File: config.mk
export PLATFORM = sky130hd
export DESIGN_NAME = debye_div
export DESIGN_NICKNAME = d
export VERILOG_FILES = /design/src/rtl/debye_pkg.sv /design/src/rtl/debye_div.sv
export SDC_FILE = /design/constraint.sdc
export NUM_CORES = 1
export LEC_CHECK = 0
export BUFFER_PORTS_ARGS = -buffer_cell sky130_fd_sc_hd__buf_2
export CAP_MARGIN = 20
export CORE_MARGIN = 5
export CORE_UTILIZATION = 35
export CTS_CLUSTER_DIAMETER = 40
export CTS_CLUSTER_SIZE = 12
export DETAILED_ROUTE_END_ITERATION = 10
export PLACE_DENSITY = 0.58
export SLEW_MARGIN = 20
export SYNTH_ARGS = -nofsm -noshare
export SYNTH_HDL_FRONTEND = slang
export SYNTH_SLANG_ARGS = --single-unit
File: constraint.sdc
create_clock -name clk -period 10.35 [get_ports clk]
set_input_delay 1.5525 -clock clk [delete_from_list [all_inputs] [get_ports clk]]
set_output_delay 1.5525 -clock clk [all_outputs]
set_load 0.05 [all_outputs]
File: src/rtl/debye_pkg.sv
// Shared constants for the Debye permittivity evaluator: table size, field
// widths, fixed-point limits, operation and register codes.
// No dependencies.
`default_nettype none

package debye_pkg;

  // Pole table
  localparam int POLES   = 8;
  localparam int POLE_IW = $clog2(POLES);
  localparam int CNT_W   = $clog2(POLES + 1);

  // Field widths
  localparam int PERM_W  = 31;   // unsigned Q7.24 permittivity
  localparam int TIME_W  = 32;
  localparam int FREQ_W  = 32;
  localparam int OUT_W   = 32;
  localparam int ACT_W   = 4;
  localparam int CFG_W   = 31;

  // Pole evaluation widths
  localparam int X_W     = 40;   // (freq * tau) >> 24
  localparam int MW_W    = 32;   // scaled max(x, 1.0) >> 8
  localparam int AB_W    = 17;   // a, b after normalization, <= 65536
  localparam int SQ_W    = 33;   // a*a, a*b, b*b
  localparam int DEN_W   = 34;   // a*a + b*b
  localparam int Q_W     = 31;   // Q0.30 ratio, up to 1.0
  localparam int TERM_W  = 32;
  localparam int SUM_W   = 38;

  // Fixed-point constants
  localparam logic [X_W-1:0]  Q24_ONE     = X_W'(24'hFFFFFF) + X_W'(1);
  localparam logic [MW_W-1:0] SCALE_LIMIT = MW_W'(65536);
  localparam logic [AB_W-1:0] A_START     = AB_W'(65536);  // 2^24 >> 8

  // Item kinds
  localparam logic OP_LOAD = 1'b0;
  localparam logic OP_EVAL = 1'b1;

  // Configuration register indexes
  localparam logic REG_EPS_INF = 1'b0;
  localparam logic REG_ACTIVE  = 1'b1;

  // Request to the shared divider
  typedef struct packed {
    logic             start;
    logic [SQ_W-1:0]  num;
    logic [DEN_W-1:0] den;
  } div_req_t;

endpackage

`default_nettype wire

File: src/rtl/debye_div.sv
// Iterative fractional divider: quot = floor(num * 2^30 / den) for num <= den.
// Restoring division, two quotient bits per cycle.
// Depends on debye_pkg.
`default_nettype none

module debye_div
  import debye_pkg::*;
(
  input  wire logic            clk,
  input  wire logic            rst,
  input  wire div_req_t        req,
  output logic                 done,
  output logic [Q_W-1:0]       quot
);

  localparam int STEPS = 16;
  localparam int SC_W  = $clog2(STEPS);

  logic [DEN_W-1:0] rem;
  logic [DEN_W-1:0] den;
  logic [Q_W:0]     q;
  logic [SC_W-1:0]  cnt;
  logic             busy;
  logic             first;

  logic [DEN_W:0]   t1;
  logic [DEN_W:0]   t2;
  logic             b1;
  logic             b2;
  logic [DEN_W-1:0] r1;
  logic [DEN_W-1:0] r2;

  // Two restoring steps; the very first step takes the remainder unshifted
  always_comb begin
    t1 = first ? {1'b0, rem} : {rem, 1'b0};
    b1 = (t1 >= {1'b0, den});
    r1 = b1 ? DEN_W'(t1 - {1'b0, den}) : DEN_W'(t1);
    t2 = {r1, 1'b0};
    b2 = (t2 >= {1'b0, den});
    r2 = b2 ? DEN_W'(t2 - {1'b0, den}) : DEN_W'(t2);
  end

  // Sequence the request
  always_ff @(posedge clk) begin
    if (rst) begin
      busy  <= 1'b0;
      done  <= 1'b0;
      first <= 1'b0;
      cnt   <= '0;
    end else begin
      done <= 1'b0;
      if (req.start) begin
        rem   <= DEN_W'(req.num);
        den   <= req.den;
        busy  <= 1'b1;
        first <= 1'b1;
        cnt   <= '0;
      end else if (busy) begin
        rem   <= r2;
        q     <= {q[Q_W-2:0], b1, b2};
        first <= 1'b0;
        cnt   <= cnt + SC_W'(1);
        if (cnt == SC_W'(STEPS - 1)) begin
          busy <= 1'b0;
          done <= 1'b1;
        end
      end
    end
  end

  // Drop the extra fraction bit
  assign quot = q[Q_W:1];

endmodule

`default_nettype wire

== Word level (Yosys, flattened, before mapping) ==
Cells that the tools add are included.
Operators by class
  add/subtract/negate cells: 3
  magnitude comparators: 2
  bitwise logic cells: 3
  eq/ne operators: 1
  multiplexer cells: 11
  reductions and logical operators: 6
Operators with widths (count)
  two-way mux 34 bit: 3
  greater-or-equal comparator 35 x 34 -> 1 bit: 2
  subtractor 34 bit: 2
  two-way mux 35 bit: 1
  two-way mux 33 bit: 1
  two-way mux 1 bit: 6
  adder 4 x 1 -> 4 bit, second input constant: 1
  == test 4 bit, second input constant: 1
  AND reduction 2 bit: 2
  NOT 1 bit: 3
  AND reduction 3 bit: 1
  OR reduction 3 bit: 1
  nonzero test 2 bit: 1
  OR reduction 2 bit: 1
Word-level totals
  input port bits: 70
  register bits: 107

== Depth between registers and ports, before layout ==
  word-level depth: 7
  mapped depth: 29

== Least setup slack after synthesis ==
OpenSTA, ideal clock, no wires.
  kind: register to register
  start point: register first
  end point: register rem[25], data pin
  period minus slack after synthesis: 6.391 ns
  arrival: 6.133 ns
  stages on the path, launching flop included: 26
  path slack: 3.959 ns
  path buffers: 6
  cells stage by stage: dfxtp_1 buf_2 buf_1 mux2_2 ha_1 clkbuf_1 nand3_1 or3_1 o21ai_0 o211ai_2 and2_1 buf_6 inv_2 buf_2 mux2_2 ha_1 clkbuf_1 a2111oi_0 o21ai_0 a41oi_1 o221ai_1 o21ai_0 a21oi_1 o22a_1 or4_1 o221a_1
Between the ends
  word-level cells in the longest chain between the ends: 7
  elaborated cells on any way between the ends: 9
  classes of those cells: 2 x add/sub; 2 x order compare; 5 x mux
Ends and longest elaborated chain
  from (decl): RTL line debye_div.sv:24  | logic first;
  from (signal assigned): RTL line debye_div.sv:48  | first <= 1'b0;
  from (signal assigned): RTL line debye_div.sv:56  | first <= 1'b1;
  from (signal assigned): RTL line debye_div.sv:61  | first <= 1'b0;
  two-way mux 35 bit (*): RTL line debye_div.sv:35  | t1 = first ? {1'b0, rem} : {rem, 1'b0};
  subtractor 34 bit / greater-or-equal comparator 35 x 34 -> 1 bit (equally long branches): RTL line debye_div.sv:37, debye_div.sv:36
  two-way mux 34 bit (*): RTL line debye_div.sv:37  | r1 = b1 ? DEN_W'(t1 - {1'b0, den}) : DEN_W'(t1);
  subtractor 34 bit / greater-or-equal comparator 35 x 34 -> 1 bit (equally long branches): RTL line debye_div.sv:40, debye_div.sv:39
  two-way mux 34 bit (*): RTL line debye_div.sv:40  | r2 = b2 ? DEN_W'(t2 - {1'b0, den}) : DEN_W'(t2);
  two-way mux 34 bit (*): RTL line debye_div.sv:58  | end else if (busy) begin
  two-way mux 33 bit (*): RTL line debye_div.sv:52  | if (req.start) begin
  to (signal assigned): RTL line debye_div.sv:53  | rem <= DEN_W'(req.num);
  to (signal assigned): RTL line debye_div.sv:59  | rem <= r2;
  to (decl): RTL line debye_div.sv:19  | logic [DEN_W-1:0] rem;
Mark *: on every way between the ends. The rest lies on a longest branch, timed or not. The select of a mux whose other input is x is not followed.
A chain may end at the register's enable or synchronous reset.

== Final worst setup path ==
  start point: register first
  end point: register rem[32], data pin
Between the ends
  word-level cells in the longest chain between the ends: 7
  elaborated cells on any way between the ends: 9
  classes of those cells: 2 x add/sub; 2 x order compare; 5 x mux
Ends and longest elaborated chain
  two-way mux 35 bit (*): RTL line debye_div.sv:35
  subtractor 34 bit / greater-or-equal comparator 35 x 34 -> 1 bit (equally long branches): RTL line debye_div.sv:37, debye_div.sv:36
  two-way mux 34 bit (*): RTL line debye_div.sv:37
  greater-or-equal comparator 35 x 34 -> 1 bit (*): RTL line debye_div.sv:39  | b2 = (t2 >= {1'b0, den});
  via b2: RTL line debye_div.sv:29  | logic b2;
  two-way mux 34 bit (*): RTL line debye_div.sv:40
  two-way mux 34 bit (*): RTL line debye_div.sv:58
  two-way mux 33 bit (*): RTL line debye_div.sv:52
Mark *: on every way through the listed nets, which the timed path passes. The rest lies on a longest branch. The select of a mux whose other input is x is not followed.

==> results.cfg <==
[timing]
slew_headroom_pct = 18.70
slew_viol_final = 0
finalCritPeriodShare_pct = 79.28
timing_hold_violations_final = 0
rsz0062_at_grt = no
skew_ns = 0.01748
max_slew.worst_pin.slew_ns = 1.218
max_freq_mhz = 121.9
setup_tns_ns = 0
setup_viol = 0
post-route-min-period_ns = 8.205

[clocking]
clock_sinks = 107
cts_made_buffers = 9
path_clk_slew_ns = 0.09
cts_tree = built
hold_buffers = 0
cts_resized = 0
post_cts_buffers = 0
htreeDepth = 3
cts_root_buffer = clkbuf_16
clock_latency_ns = 0.37
ctsLongestPathBuffers = 2

[synthesis]
syn-cell-area_um2 = 9376
synth_nets = 1151
synthAdderAreaFrac_pct = 9.634
yosysTopAreaCellShare_pct = 32.03
synth_top_family_by_area = compound AO/OA/AOI/OAI gates
yosys-top-cells-area = edfxtp_1, ha_1, mux2_2, a21oi_1, nand2_1
synth-main-ff-cell = edfxtp_1
synth_seq_cells = 107
synthXorXnorAreaFrac_pct = 3.830
yosysSeqAreaShare_pct = 33.52
synth-compound-area-share_pct = 21.63
synth_edf_count = 100
synth_cell_type_count = 76
synthSimpleGateAreaFrac_pct = 15.57
synthArstFlopShare_pct = 0
yosys.area.top_type = edfxtp_1
synth.avg_cell_area_um2 = 9.284
syn_inst = 1010
yosys_warnings = 0
muxShareOfSynthArea_pct = 8.086

[floorplanning]
num_rows = 60
die_area_um2 = 30160
num_io_pins = 102
core_area_um2 = 26650
die_w_um = 173.7
die_y_um = 173.7
initial_core_util_pct = 35.18

[final_layout]
final_area_um2 = 10290
num-fill-cells = 2691
fin_nets = 1184
area_growth_pct = 9.795
antennaDiodeCount = 0
drive_above_1_share_pct = 20.13

[global_routing]
grt_pass1_wl_um = 45430
grt_max_degree = 74
antenna_found_initial = 0
grt-ovfl-total = 0
grt_pass1_vias = 8134
grt.total_usage_pct = 18.68

[placed_design]
dp_hpwl_um = 21630
io_buffers = 101
post_dp_cell_area_um2 = 9962
routabilityCongestion = 0.8734

[setup_path]
endpoint = rem[32]$_DFFE_PP_
cp.arrival_ns = 8.32
end_kind = flip-flop
r2r_setup_slack_ns = 2.14
crit_type = flip-flop to flip-flop
critPathRequiredTime_ns = 10.47
path_max_fanout = 36
worst_setup_path_start_kind = flip-flop
crit_path_start = first$_SDFFE_PP0N_
reg2reg_depth = 23
timing.rr.end = rem[32]$_DFFE_PP_
r2r_start = first$_SDFFE_PP0N_

[detailed_routing]
detail_route.wl_per_cell_um = 20.67
dr_total_vias = 8090
viasPerCell = 5.824
first_pass_iters = 5
ant_nets = 0
drc = 0
wl_um = 28720
drtIter0Drc = 676

[min_path]
hp-class = flip-flop to flip-flop

[run_status]
status = complete, no violations

[job]
drv_cap = 0
-- stage by stage --
stage          worst slack (ns)  util (%)  instances  hold WS, ns
2_1_floorplan             3.959         -       1010       0.4003
6_report                  2.145     38.63       1389       0.4383
3_5_place_dp              2.262     37.38       1373       0.4310
4_1_cts                   2.221     38.63       1389       0.4394
5_1_grt                   1.544     38.63       1389       0.4454
3_3_place_gp              2.317     37.20       1371       0.4235
-- metal layers --
layer	track usage, %	routed length (um)
met1	25.04	13070
met5	0	0
met4	6.697	930
met2	30.84	13340
met3	2.704	1371
-- cell usage in the layout (no fill, tap or decap), types with 25 or more instances in the layout --
master / Yosys / layout
a21oi_1: 62 / 62
buf_2: 11 / 101
a21o_1: 28 / 28
nand3_1: 26 / 26
edfxtp_1: 100 / 100
nor2_1: 56 / 54
nand2_1: 74 / 74
o21ai_0: 45 / 45
nand4_1: 25 / 25
nor3_1: 25 / 25
ha_1: 69 / 69
inv_1: 59 / 59
mux2_2: 58 / 58
-- cell families (layout without fill, tap and decap cells) --
family | Yosys count | in the layout
compound gates | 287 | 287
flops | 107 | 107
fa+ha+maj | 71 | 71
mux | 68 | 68
xor+xnor | 41 | 41
simple gates | 285 | 285
buf+inv | 151 | 189
-- worst min path at each step --
| stage | startpoint | slack, ns | endpoint | cells after the start |
|---|---|---|---|---|
| 2_1_floorplan | q[0]$_DFFE_PP_ | 0.40 | q[2]$_DFFE_PP_ | 0 |
| 3_3_place_gp | q[6]$_DFFE_PP_ | 0.42 | q[8]$_DFFE_PP_ | 0 |
| 3_5_place_dp | q[7]$_DFFE_PP_ | 0.43 | q[9]$_DFFE_PP_ | 0 |
| 4_1_cts | q[0]$_DFFE_PP_ | 0.44 | q[2]$_DFFE_PP_ | 0 |
| 5_1_grt | q[0]$_DFFE_PP_ | 0.45 | q[2]$_DFFE_PP_ | 0 |
| 6_report | q[0]$_DFFE_PP_ | 0.44 | q[2]$_DFFE_PP_ | 0 |
-- synthesized netlist by cell type (16+ instances only) --
| master | count |
|---|---|
| a21o_1 | 28 |
| o21ai_0 | 45 |
| xnor2_1 | 20 |
| ha_1 | 69 |
| edfxtp_1 | 100 |
| nand3_1 | 26 |
| o31ai_1 | 16 |
| nand4_1 | 25 |
| xor2_1 | 21 |
| nor3_1 | 25 |
| mux2_2 | 58 |
| o311ai_0 | 16 |
| buf_4 | 32 |
| nor2_1 | 56 |
| a21oi_1 | 62 |
| o2111ai_1 | 19 |
| nand2_1 | 74 |
| inv_1 | 59 |
| clkbuf_1 | 36 |
-- critical path, stage by stage, from the launching register on --
cell	delay, ns
dfxtp_1	0.32
buf_4	0.42
mux2_2	0.42
ha_1	0.38
and3_1	0.32
nand4_1	0.19
a211oi_4	0.33
o31a_1	0.21
o211ai_2	0.11
and2_1	0.36
inv_2	0.64
mux2_2	0.44
ha_1	0.40
a2111oi_0	0.41
o21ai_0	0.18
a41oi_1	0.25
o221ai_1	0.20
o21ai_0	0.26
a21oi_1	0.22
o22a_1	0.38
nor3_4	0.73
buf_4	0.34
inv_2	0.09
a221o_1	0.29
-- cell type report --
class,count,area (um2),share of cell area [%]
multi-input cells,752,5543,53.84
inverters,61,229.0,2.224
flip-flops and latches,107,3143,30.53
well taps,341,426.7,4.144
clock buffers,9,225.2,2.188
clock inverters,7,107.6,1.045
repair buffers,112,620.6,6.028
-- flip-flops by register name, indices dropped and copies added (netlist names) --
signal,cells
done,1
busy,1
den,34
first,1
q,32
cnt,4
rem,34
Power is left out: the tool's default activity adds up to more than one toggle a clock period on the data nets, which glitch-free logic cannot reach.
